File: src/twcs_pkg.sv
package twcs_pkg;

    // Configuration register indexes
    typedef enum logic [1:0] {
        CFG_SCREEN_WIDTH  = 2'd0,
        CFG_SCREEN_HEIGHT = 2'd1,
        CFG_TEX_WIDTH     = 2'd2,
        CFG_TEX_HEIGHT    = 2'd3
    } t_cfg_idx;

    // Reset values and fixed constants
    localparam logic [11:0] SCREEN_WIDTH_RST  = 12'd640;
    localparam logic [11:0] SCREEN_HEIGHT_RST = 12'd480;
    localparam logic [6:0]  TEX_WIDTH_RST     = 7'd64;
    localparam logic [6:0]  TEX_HEIGHT_RST    = 7'd64;
    localparam int          TEX_DEPTH_DEF     = 4096;
    localparam int          MAX_SCREEN_DEF    = 2048;
    localparam int          SHADE_MAX         = 100;
    localparam logic [15:0] DIST_UNIT         = 16'd256;
    localparam logic [14:0] SHADE_DC_MIN      = 15'd256;
    localparam logic [14:0] SHADE_DC_MAX      = 15'(SHADE_MAX * 256);

    // Payload carried alongside the wall height divider
    typedef struct packed {
        logic        func;
        logic [10:0] column;
        logic [10:0] row;
        logic [15:0] dist_q8;
        logic [7:0]  frac;
        logic [11:0] taddr;
        logic [23:0] tdata;
    } t_side1;

    // Payload carried alongside the texture line divider
    typedef struct packed {
        logic        func;
        logic        on;
        logic [21:0] pix_addr;
        logic [6:0]  col;
        logic [11:0] taddr;
        logic [23:0] tdata;
        logic [15:0] dist_q8;
    } t_side2;

    // Payload carried alongside the shading divider
    typedef struct packed {
        logic        drawn;
        logic [21:0] pix_addr;
    } t_side3;

    // Texture memory access request
    typedef struct packed {
        logic        valid;
        logic        we;
        logic [13:0] idx;
        logic [11:0] taddr;
        logic [23:0] wdata;
    } t_mem_req;

endpackage

File: src/twcs_div.sv
module twcs_div
    import twcs_pkg::*;
#(
    parameter int LANES  = 1,
    parameter int NUM_W  = 8,
    parameter int DEN_W  = 8,
    parameter int Q_W    = 8,
    parameter int SIDE_W = 1
) (
    input  logic                            i_clk,
    input  logic                            i_rst_n,
    input  logic                            i_en,
    input  logic                            i_valid,
    input  logic [LANES-1:0][NUM_W-1:0]     i_num,
    input  logic [DEN_W-1:0]                i_den,
    input  logic [SIDE_W-1:0]               i_side,
    output logic                            o_valid,
    output logic [LANES-1:0][Q_W-1:0]       o_quo,
    output logic [SIDE_W-1:0]               o_side
);

    localparam int PAD_W = Q_W + DEN_W;

    logic [Q_W-1:0]                r_valid;
    logic [DEN_W-1:0]              r_den  [Q_W];
    logic [SIDE_W-1:0]             r_side [Q_W];
    logic [LANES-1:0][DEN_W-1:0]   r_rem  [Q_W];
    logic [LANES-1:0][Q_W-1:0]     r_acc  [Q_W];

    logic                          a_valid [Q_W+1];
    logic [DEN_W-1:0]              a_den   [Q_W+1];
    logic [SIDE_W-1:0]             a_side  [Q_W+1];
    logic [LANES-1:0][DEN_W-1:0]   a_rem   [Q_W+1];
    logic [LANES-1:0][Q_W-1:0]     a_acc   [Q_W+1];

    // Split each numerator into a starting remainder and the bits still to bring down
    always_comb begin
        logic [PAD_W-1:0] pad;
        a_valid[0] = i_valid;
        a_den[0]   = i_den;
        a_side[0]  = i_side;
        for (int l = 0; l < LANES; l++) begin
            pad         = PAD_W'(i_num[l]);
            a_rem[0][l] = pad[PAD_W-1:Q_W];
            a_acc[0][l] = pad[Q_W-1:0];
        end
    end

    // One quotient bit per stage
    for (genvar s = 0; s < Q_W; s++) begin : g_stage
        logic [LANES-1:0][DEN_W-1:0] n_rem;
        logic [LANES-1:0][Q_W-1:0]   n_acc;

        always_comb begin
            logic [DEN_W:0] trial;
            logic           qbit;
            for (int l = 0; l < LANES; l++) begin
                trial = {a_rem[s][l], a_acc[s][l][Q_W-1]};
                qbit  = (trial >= {1'b0, a_den[s]});
                if (qbit) begin
                    n_rem[l] = DEN_W'(trial - {1'b0, a_den[s]});
                end else begin
                    n_rem[l] = trial[DEN_W-1:0];
                end
                n_acc[l] = {a_acc[s][l][Q_W-2:0], qbit};
            end
        end

        always_ff @(posedge i_clk) begin
            if (!i_rst_n) begin
                r_valid[s] <= 1'b0;
            end else if (i_en) begin
                r_valid[s] <= a_valid[s];
            end
        end

        always_ff @(posedge i_clk) begin
            if (i_en) begin
                r_den[s]  <= a_den[s];
                r_side[s] <= a_side[s];
                r_rem[s]  <= n_rem;
                r_acc[s]  <= n_acc;
            end
        end

        assign a_valid[s+1] = r_valid[s];
        assign a_den[s+1]   = r_den[s];
        assign a_side[s+1]  = r_side[s];
        assign a_rem[s+1]   = r_rem[s];
        assign a_acc[s+1]   = r_acc[s];
    end

    assign o_valid = a_valid[Q_W];
    assign o_quo   = a_acc[Q_W];
    assign o_side  = a_side[Q_W];

endmodule

File: config.mk
export PLATFORM = sky130hd
export DESIGN_NAME = twcs_div
export DESIGN_NICKNAME = d
export VERILOG_FILES = /design/src/twcs_pkg.sv /design/src/twcs_div.sv
export SDC_FILE = /design/constraint.sdc
export NUM_CORES = 1
export LEC_CHECK = 0
export ABC_AREA = 1
export BUFFER_PORTS_ARGS = -buffer_cell sky130_fd_sc_hd__buf_2
export CAP_MARGIN = 40
export CORE_ASPECT_RATIO = 1.5
export CORE_MARGIN = 2
export CORE_UTILIZATION = 40
export CTS_CLUSTER_SIZE = 40
export DETAILED_ROUTE_END_ITERATION = 10
export PLACE_DENSITY_LB_ADDON = 0.25
export SETUP_SLACK_MARGIN = 0.05
export SYNTH_ARGS = -nofsm -noshare
export SYNTH_HDL_FRONTEND = slang
export SYNTH_SLANG_ARGS = --single-unit
File: constraint.sdc
create_clock -name i_clk -period 1.95 [get_ports i_clk]
set_input_delay 0.39 -clock i_clk [delete_from_list [all_inputs] [get_ports i_clk]]
set_output_delay 0.39 -clock i_clk [all_outputs]
set_load 0.02 [all_outputs]
Word-level counts from Yosys, hierarchy flattened
Memories as Yosys holds them, arrays and structs flattened.
Cells that the tools add are included.
- flip-flop bits (word level): 8
- RAM bits: 200
- bits of input ports: 21
- memories kept: 4
- add/sub/neg operators: 8
- order comparisons: 8
- multiplexer cells: 10
- memories (memory ; depth ; bits a word ; read ports ; clocked after memory_dff ; wr ports ; line ; source):
    r_acc ; 8 ; 8 ; 8 ; 0 ; 8 ; twcs_div.sv:28 ; logic [LANES-1:0][Q_W-1:0] r_acc [Q_W];
    r_den ; 8 ; 8 ; 7 ; 0 ; 8 ; twcs_div.sv:25 ; logic [DEN_W-1:0] r_den [Q_W];
    r_rem ; 8 ; 8 ; 7 ; 0 ; 8 ; twcs_div.sv:27 ; logic [LANES-1:0][DEN_W-1:0] r_rem [Q_W];
    r_side ; 8 ; 1 ; 8 ; 0 ; 8 ; twcs_div.sv:26 ; logic [SIDE_W-1:0] r_side [Q_W];
- operators by type and width (kind ; number):
    $mux 8 ; 8
    $ge 9x8->1 ; 7
    $sub 8x8->8 ; 7
    $ge 1x8->1 ; 1
    $sub 1x8->8 ; 1
    $mux 1 ; 2

Depth between registers and ports, before layout
Gate-level depths: netlist (run 1).
An unclocked memory read counts as a cell.
- word-level depth: 3
- mapped depth: 11
- gate-level depth less buffers: 11

Worst setup path before layout (run 1)
No wires, ideal clock.
- path kind: reg-to-reg
- start point: mem r_rem[3][2] (netlist bit)
- end point: mem r_rem[4][7] (netlist bit) (data pin)
- data arrival time: 1450 ps
- required time: 1698 ps
- slack: 248 ps
- stages on the path, launching flop included: 10
- buffers on the path: 0
- clock period less this slack: 1702 ps
- cell sequence: edfxtp_1 ha_1 nand2_1 clkinv_1 a21oi_2 nand2_1 nand2_2 nand2_4 nand2_1 nand2_1
- RTL lines (item ; line):
    start, declared ; twcs_div.sv:27

==> qor.txt, run 1 <==
# H-tree levels - 4
Final Setup Violations - 0
Power per Cell Area - 1160 nW/um^2
GR Layer Usage met2 - 0.336
Core footprint - 23700 sq um
Reg power frac - 0.419
CP required - 2.14 ns
Sw Pwr - 0.00432 W
First-pass GRT wire length - 30.2 mm
Port Buffer Count - 30
Hold Vio Cnt, Final - 0
CP Data Arrival Time - 2.02 ns
CP Cell Sequence - inv_1 -> ha_4 -> nand2_1 -> inv_1 -> nand2_1 -> nand3_2 -> nand2_4 -> nand2_4 -> nand2_1 -> nand2_1
Skew final - 0.0100 ns
Hold Crit Endpoint - r_acc[0][1]
Synthesized area - 9610 sq um
Wirelength per Cell - 14.2 microns
Post-synth net total - 1031
Area growth from synthesis to layout - 20.3%
Most common cell after layout, fill and taps aside - nand2_1
CTS buffer count - 17
Syn Area/Cell - 10.2 sq um
Detail Route Antenna Nets - 0
Slowest CP cell - edfxtp_1
Chip Width - 131 microns
Worst-path clk slew - 0.07 ns
CTS tree - done
Total Wirelength - 19.6 mm
Hold Path Cell Cnt - 1
CTS Hold Buffers Added - 0
Vias per cell - 4.75
DRC Markers - 0
Area leader, netlist - edfxtp_1
Tmin final - 1.83 ns
Startpoint types - flip-flop
Die area - 25300 sq um
Via count - 6546
Antenna diodes - 0
Lkg Pwr - 5.24 nW
Critical Path Sink Type - flip-flop
Worst Path Buf+Inv - 2
Distinct cell type count after synthesis - 29
Most frequent cells in the layout - nand2_1, edfxtp_1, inv_1, nand3_1, buf_4
Hold path startpoint - i_num[0]
Max rail drop VDD - 0.000703 V
Die Y - 194 microns
P_int - 0.00911 W
GR Util met1 - 0.122
Reg2reg end - r_rem[6][7]
RSZ-0062 raised after global routing - yes
Initial antenna violation count - 0
Comb pwr share - 0.313
Largest fanout on the critical path - 9
Ys Warns - 0
CP max stage delay - 0.43 ns
CP top delay family - simple AND/OR/NAND/NOR gates
Worst r2r path cells - 10
Sequential cell area fraction in the yosys report - 0.591
GRT Total Usage - 0.158
Setup CP Type - flip-flop to flip-flop
Pin count of the biggest net entering global routing - 52
Reg-to-reg startpoint - r_den[2][12]
Yosys reg bits - 192
Clock sinks - 192
Final #Nets - 1131
Met3 GRT Util - 0.0295
Final worst slack - 0.116 ns
RePlAce Congestion - 0.884
Final period util - 0.940
Status - finished clean
Pins Over Slew Limit - 0
Post-Place Cells - 1324
Total of max-cap violations - 0
GR Overflow Total - 0
Share of layout cells above drive strength 1 - 0.186
DRT iter0 DRCs - 274
Clock latency at the later pin of the worst-skew pair - 0.44 ns
Clock Power Share - 0.268
Vias in the first global route - 6537
Share of the synthesized area in the top cell type - 0.575
Rows - 69
Most Crowded Layer GR - met2
Post-Place Setup Slack - -0.103 ns
Tightest Hold Check Type - input pin to flip-flop
CTS Root Cell - clkbuf_16
I/O pin count - 31
Post-Layout Cell Count - 1378
Initial core utilization - 0.406
Net Sw Frac - 0.322
First-pass DRT Iterations - 5
Fmax - 545 MHz
Area contributors post-synth - edfxtp_1, nand2_1, ha_1
Max clock buf depth - 2
Worst relative slew slack - 0.653
Mapped Cells - 946
FF-to-FF setup slack - 0.12 ns
Top cell by count, worst path - nand2_1
DP HPWL - 14.8 mm
Actual slew at the worst max-slew pin - 0.521 ns
==> metal layers <==
layer	routed length (microns)	share of wire
met5	0	0
met4	928	0.047
met2	12300	0.63
met1	6010	0.31
met3	387	0.020
==> stage by stage <==
step	power, W	util	area, sq um	TNS, ns	hold slack [ns]
floorplan	0.00833	-	9610	0	0.400
global placement	0.00941	0.441	10400	-1.09	0.401
detailed placement	0.00949	0.441	10400	-0.953	0.405
CTS	0.0132	0.469	11100	0	0.101
global route	0.0143	0.489	11600	0	0.106
finish	0.0134	0.489	11600	0	0.127
==> cells by family after synthesis <==
| family | synth area share |
|---|---|
| compound gates | 0.0210 |
| flops | 0.591 |
| simple gates | 0.208 |
| buf+inv | 0.0750 |
| xor+xnor | 0.0164 |
| fa+ha+maj | 0.0880 |
==> state kept, by name (all words and copies together), names as in the netlist <==
| name | cells |
|---|---|
| r_acc | 64 |
| r_den | 56 |
| r_rem | 56 |
| r_side | 8 |
| a_valid | 7 |
| o_valid | 1 |
==> power groups by stage <==
stage | logic, W | clock network (W) | registers [W]
after floorplan | 0.00275 | 0 | 0.00558
after global placement | 0.00375 | 0 | 0.00566
after detailed placement | 0.00381 | 0 | 0.00568
after CTS | 0.00386 | 0.00371 | 0.00559
after global routing | 0.00476 | 0.00385 | 0.00568
final | 0.00421 | 0.00360 | 0.00562
==> cell usage after synthesis <==
master / count
a21oi_2: 3
nand2_8: 1
and2_1: 1
buf_6: 5
a21oi_1: 24
buf_4: 9
clkinv_1: 1
nor2_2: 5
xor2_1: 11
inv_2: 1
nand3_2: 1
nand3_1: 87
or2_0: 1
nand2_1: 269
or2_1: 1
o21ai_0: 11
nor3_1: 8
dfxtp_1: 8
nand4_1: 13
inv_1: 157
xnor2_1: 7
nand2_2: 6
nand2_4: 6
fa_1: 6
edfxtp_1: 184
nand3b_1: 4
nor4_1: 1
ha_1: 58
nor2_1: 57
==> worst reg2reg max path, cell delays in order (launching register included) <==
cell and delay [ns]:
edfxtp_1 0.43, inv_1 0.15, ha_4 0.23, nand2_1 0.08, inv_1 0.06, nand2_1 0.12
nand3_2 0.13, nand2_4 0.15, nand2_4 0.11, nand2_1 0.08, nand2_1 0.06
==> how the worst max path moves through the flow <==
stage | from | endpoint | depth (start not counted)
2_1_floorplan | r_rem[3][2] | r_rem[4][7] | 9
3_3_place_gp | r_den[2][6] | r_rem[5][7] | 9
3_5_place_dp | r_den[2][6] | r_rem[5][0] | 9
4_1_cts | r_den[2][6] | r_rem[5][0] | 9
5_1_grt | r_den[0][6] | r_rem[1][6] | 10
6_report | r_den[2][12] | r_rem[6][7] | 10
==> what timing repair did <==
action	in CTS	in global routing
endpoints found under the setup margin	30	49
pin swaps	0	13
resized for setup	11	54
setup buffers	2	17
gates cloned	0	3
==> final cells by class <==
| type | instances | area (sq um) |
|---|---|---|
| Clock inverter | 14 | 180 |
| Timing Repair Buffer | 92 | 691 |
| Fill cell | 2212 | 12100 |
| Sequential cell | 192 | 5690 |
| Inverter | 159 | 597 |
| Tap cell | 319 | 399 |
| Multi-Input combinational cell | 584 | 3580 |
| Clock buffer | 18 | 429 |
No activity file was read; power rests on OpenSTA's default activity.
==> inputs of run 2 (changes only) <==
==> constraint.sdc (replaced) <==
create_clock -name i_clk -period 1.95 [get_ports i_clk]
set_input_delay 0 -clock i_clk [delete_from_list [all_inputs] [get_ports i_clk]]
set_output_delay 0 -clock i_clk [all_outputs]
set_load 0.02 [all_outputs]
==> run 2 against run 1 <==
Net effect:
- wire length grew 2.7%
- maximum frequency grew 1.3%
- sequential cell count is the same
- combinational power up 1%
- critical path depth down 1
- die area is the same
- core utilization up 0.53 points
- critical endpoint is now r_rem[1][6]
- largest cell class unchanged
==> qor.txt, run 2 (same netlist as run 1, synthesis figures left out) <==
Max clock buf depth - 2 (unchanged)
GR Overflow Total - 0 (unchanged)
Share of layout cells above drive strength 1 - 0.180 (was 0.186)
Pins Over Slew Limit - 0 (unchanged)
Skew final - 0.0101 ns (was 0.0100 ns)
Total Wirelength - 20.1 mm (was 19.6 mm)
Final Setup Violations - 0 (unchanged)
CTS Root Cell - clkbuf_16 (unchanged)
Total of max-cap violations - 0 (unchanged)
RePlAce Congestion - 0.870 (was 0.884)
Pin count of the biggest net entering global routing - 55 (was 52)
Max rail drop VDD - 0.000656 V (was 0.000703 V)
Clock sinks - 192 (unchanged)
Hold Vio Cnt, Final - 0 (unchanged)
CTS tree - done (unchanged)
Initial core utilization - 0.406 (unchanged)
Register area - 5690 sq um (unchanged)
Most common cell after layout, fill and taps aside - nand2_1 (unchanged)
DRC Markers - 0 (unchanged)
Worst r2r path cells - 9 (was 10)
Detail Route Antenna Nets - 0 (unchanged)
Tmin final - 1.81 ns (was 1.83 ns)
DP HPWL - 14.9 mm (was 14.8 mm)
Initial antenna violation count - 0 (unchanged)
Most frequent cells in the layout - nand2_1, edfxtp_1, inv_1, nand3_1, buf_4 (unchanged)
Rows - 69 (unchanged)
Hold Path Cell Cnt - 1 (unchanged)
Startpoint types - flip-flop (unchanged)
Setup CP Type - flip-flop to flip-flop (unchanged)
RSZ-0062 raised after global routing - no (was yes)
Worst-path clk slew - 0.08 ns (was 0.07 ns)
FF-to-FF setup slack - 0.14 ns (was 0.12 ns)
Biggest regs - r_acc (64), r_den (56), r_rem (56) (unchanged)
Multi-input logic area - 3570 sq um (was 3580 sq um)
Fmax - 552 MHz (was 545 MHz)
Max FFs per register - 64 (unchanged)
Wirelength per Cell - 14.4 microns (was 14.2 microns)
Power after layout - 0.0134 W (about the same)
CP Data Arrival Time - 2.01 ns (was 2.02 ns)
Final period util - 0.928 (was 0.940)
Biggest register - r_acc (unchanged)
Tightest Hold Check Type - input pin to flip-flop (unchanged)
Die Y - 194 microns (unchanged)
Hold slack - 0.0919 ns (was 0.127 ns)
CP required - 2.15 ns (was 2.14 ns)
I/O pin count - 31 (unchanged)
# H-tree levels - 4 (unchanged)
Largest fanout on the critical path - 4 (was 9)
Fillers - 2228 (was 2212)
First-pass DRT Iterations - 5 (unchanged)
Core footprint - 23700 sq um (unchanged)
Antenna diodes - 0 (unchanged)
Lkg Pwr - 5.30 nW (was 5.24 nW)
Vias in the first global route - 6728 (was 6537)
Area growth from synthesis to layout - 21.6% (was 20.3%)
Worst relative slew slack - 0.603 (was 0.653)
DRT iter0 DRCs - 238 (was 274)
Via count - 6616 (was 6546)
Vias per cell - 4.74 (was 4.75)
Die area - 25300 sq um (unchanged)
Chip Width - 131 microns (unchanged)
Clock latency at the later pin of the worst-skew pair - 0.44 ns (about the same)
Actual slew at the worst max-slew pin - 0.591 ns (was 0.521 ns)
Power per Cell Area - 1150 nW/um^2 (was 1160 nW/um^2)
Port Buffer Count - 30 (unchanged)
Critical Path Sink Type - flip-flop (unchanged)
Final #Nets - 1148 (was 1131)
CTS buffer count - 17 (unchanged)
First-pass GRT wire length - 30.8 mm (was 30.2 mm)
GRT Total Usage - 0.162 (was 0.158)
Setup TNS - 0 ns (unchanged)
Status - finished clean (unchanged)
==> run 2: final timing paths <==
check,start,to
setup / recovery,r_rem[0][3],r_rem[1][6]
hold / removal,i_en,r_acc[0][3]
setup reg to reg,r_rem[0][3],r_rem[1][6]
hold reg to reg,r_acc[0][2],r_acc[0][11]
==> run 2: report_power, final <==
part / leakage [nW] / internal, W / switching, W
clock network: 0.293 / 0.00183 / 0.00170
logic: 3.14 / 0.00177 / 0.00249
registers: 1.87 / 0.00531 / 0.000318
==> run 2: timing repair <==
action                                  in CTS  in global routing
resized for setup                            7                 53
endpoints found under the setup margin      27                 48
buffers inserted                             1                 12
hold endpoints to repair                    31                  0
gates cloned                                 0                  4
hold buffers                                20                  0
pin swaps                                    1                  8
==> run 2: cell type report <==
class / count / area share
flip-flops and latches: 192 / 0.487
repair buffers: 108 / 0.0726
clock buffers: 17 / 0.0364
inverters: 159 / 0.0511
well taps: 319 / 0.0342
clock inverters: 15 / 0.0140
multi-input cells: 585 / 0.305
==> run 2: layer usage <==
metal  GRT usage  share of wire  wire, microns  vias to the layer above
met1       0.128           0.31           6300                     3087
met4       0.102          0.049            993                        0
met3      0.0301          0.019            379                       65
li1            -              -              -                     3354
met5           0              0              0                        -
met2       0.334           0.62          12400                      110
==> run 2: through the flow <==
step | area (sq um) | std cells | worst slack [ns] | util
3_3_place_gp | 10400 | 1326 | -0.0473 | 0.441
2_1_floorplan | 9610 | 946 | 0.248 | -
4_1_cts | 11300 | 1379 | 0.0536 | 0.476
5_1_grt | 11700 | 1395 | 0.0388 | 0.494
6_report | 11700 | 1395 | 0.139 | 0.494
3_5_place_dp | 10400 | 1326 | -0.0621 | 0.441
==> run 2: critical path, cell delays in order, from the launching register on <==
cell      delay (ns)
edfxtp_1        0.49
ha_4            0.34
nand2_1         0.09
nor2_2          0.11
nand2_1         0.07
nor2_1          0.11
nor2_2          0.08
buf_4           0.14
nand3_1         0.10
nand2_1         0.06
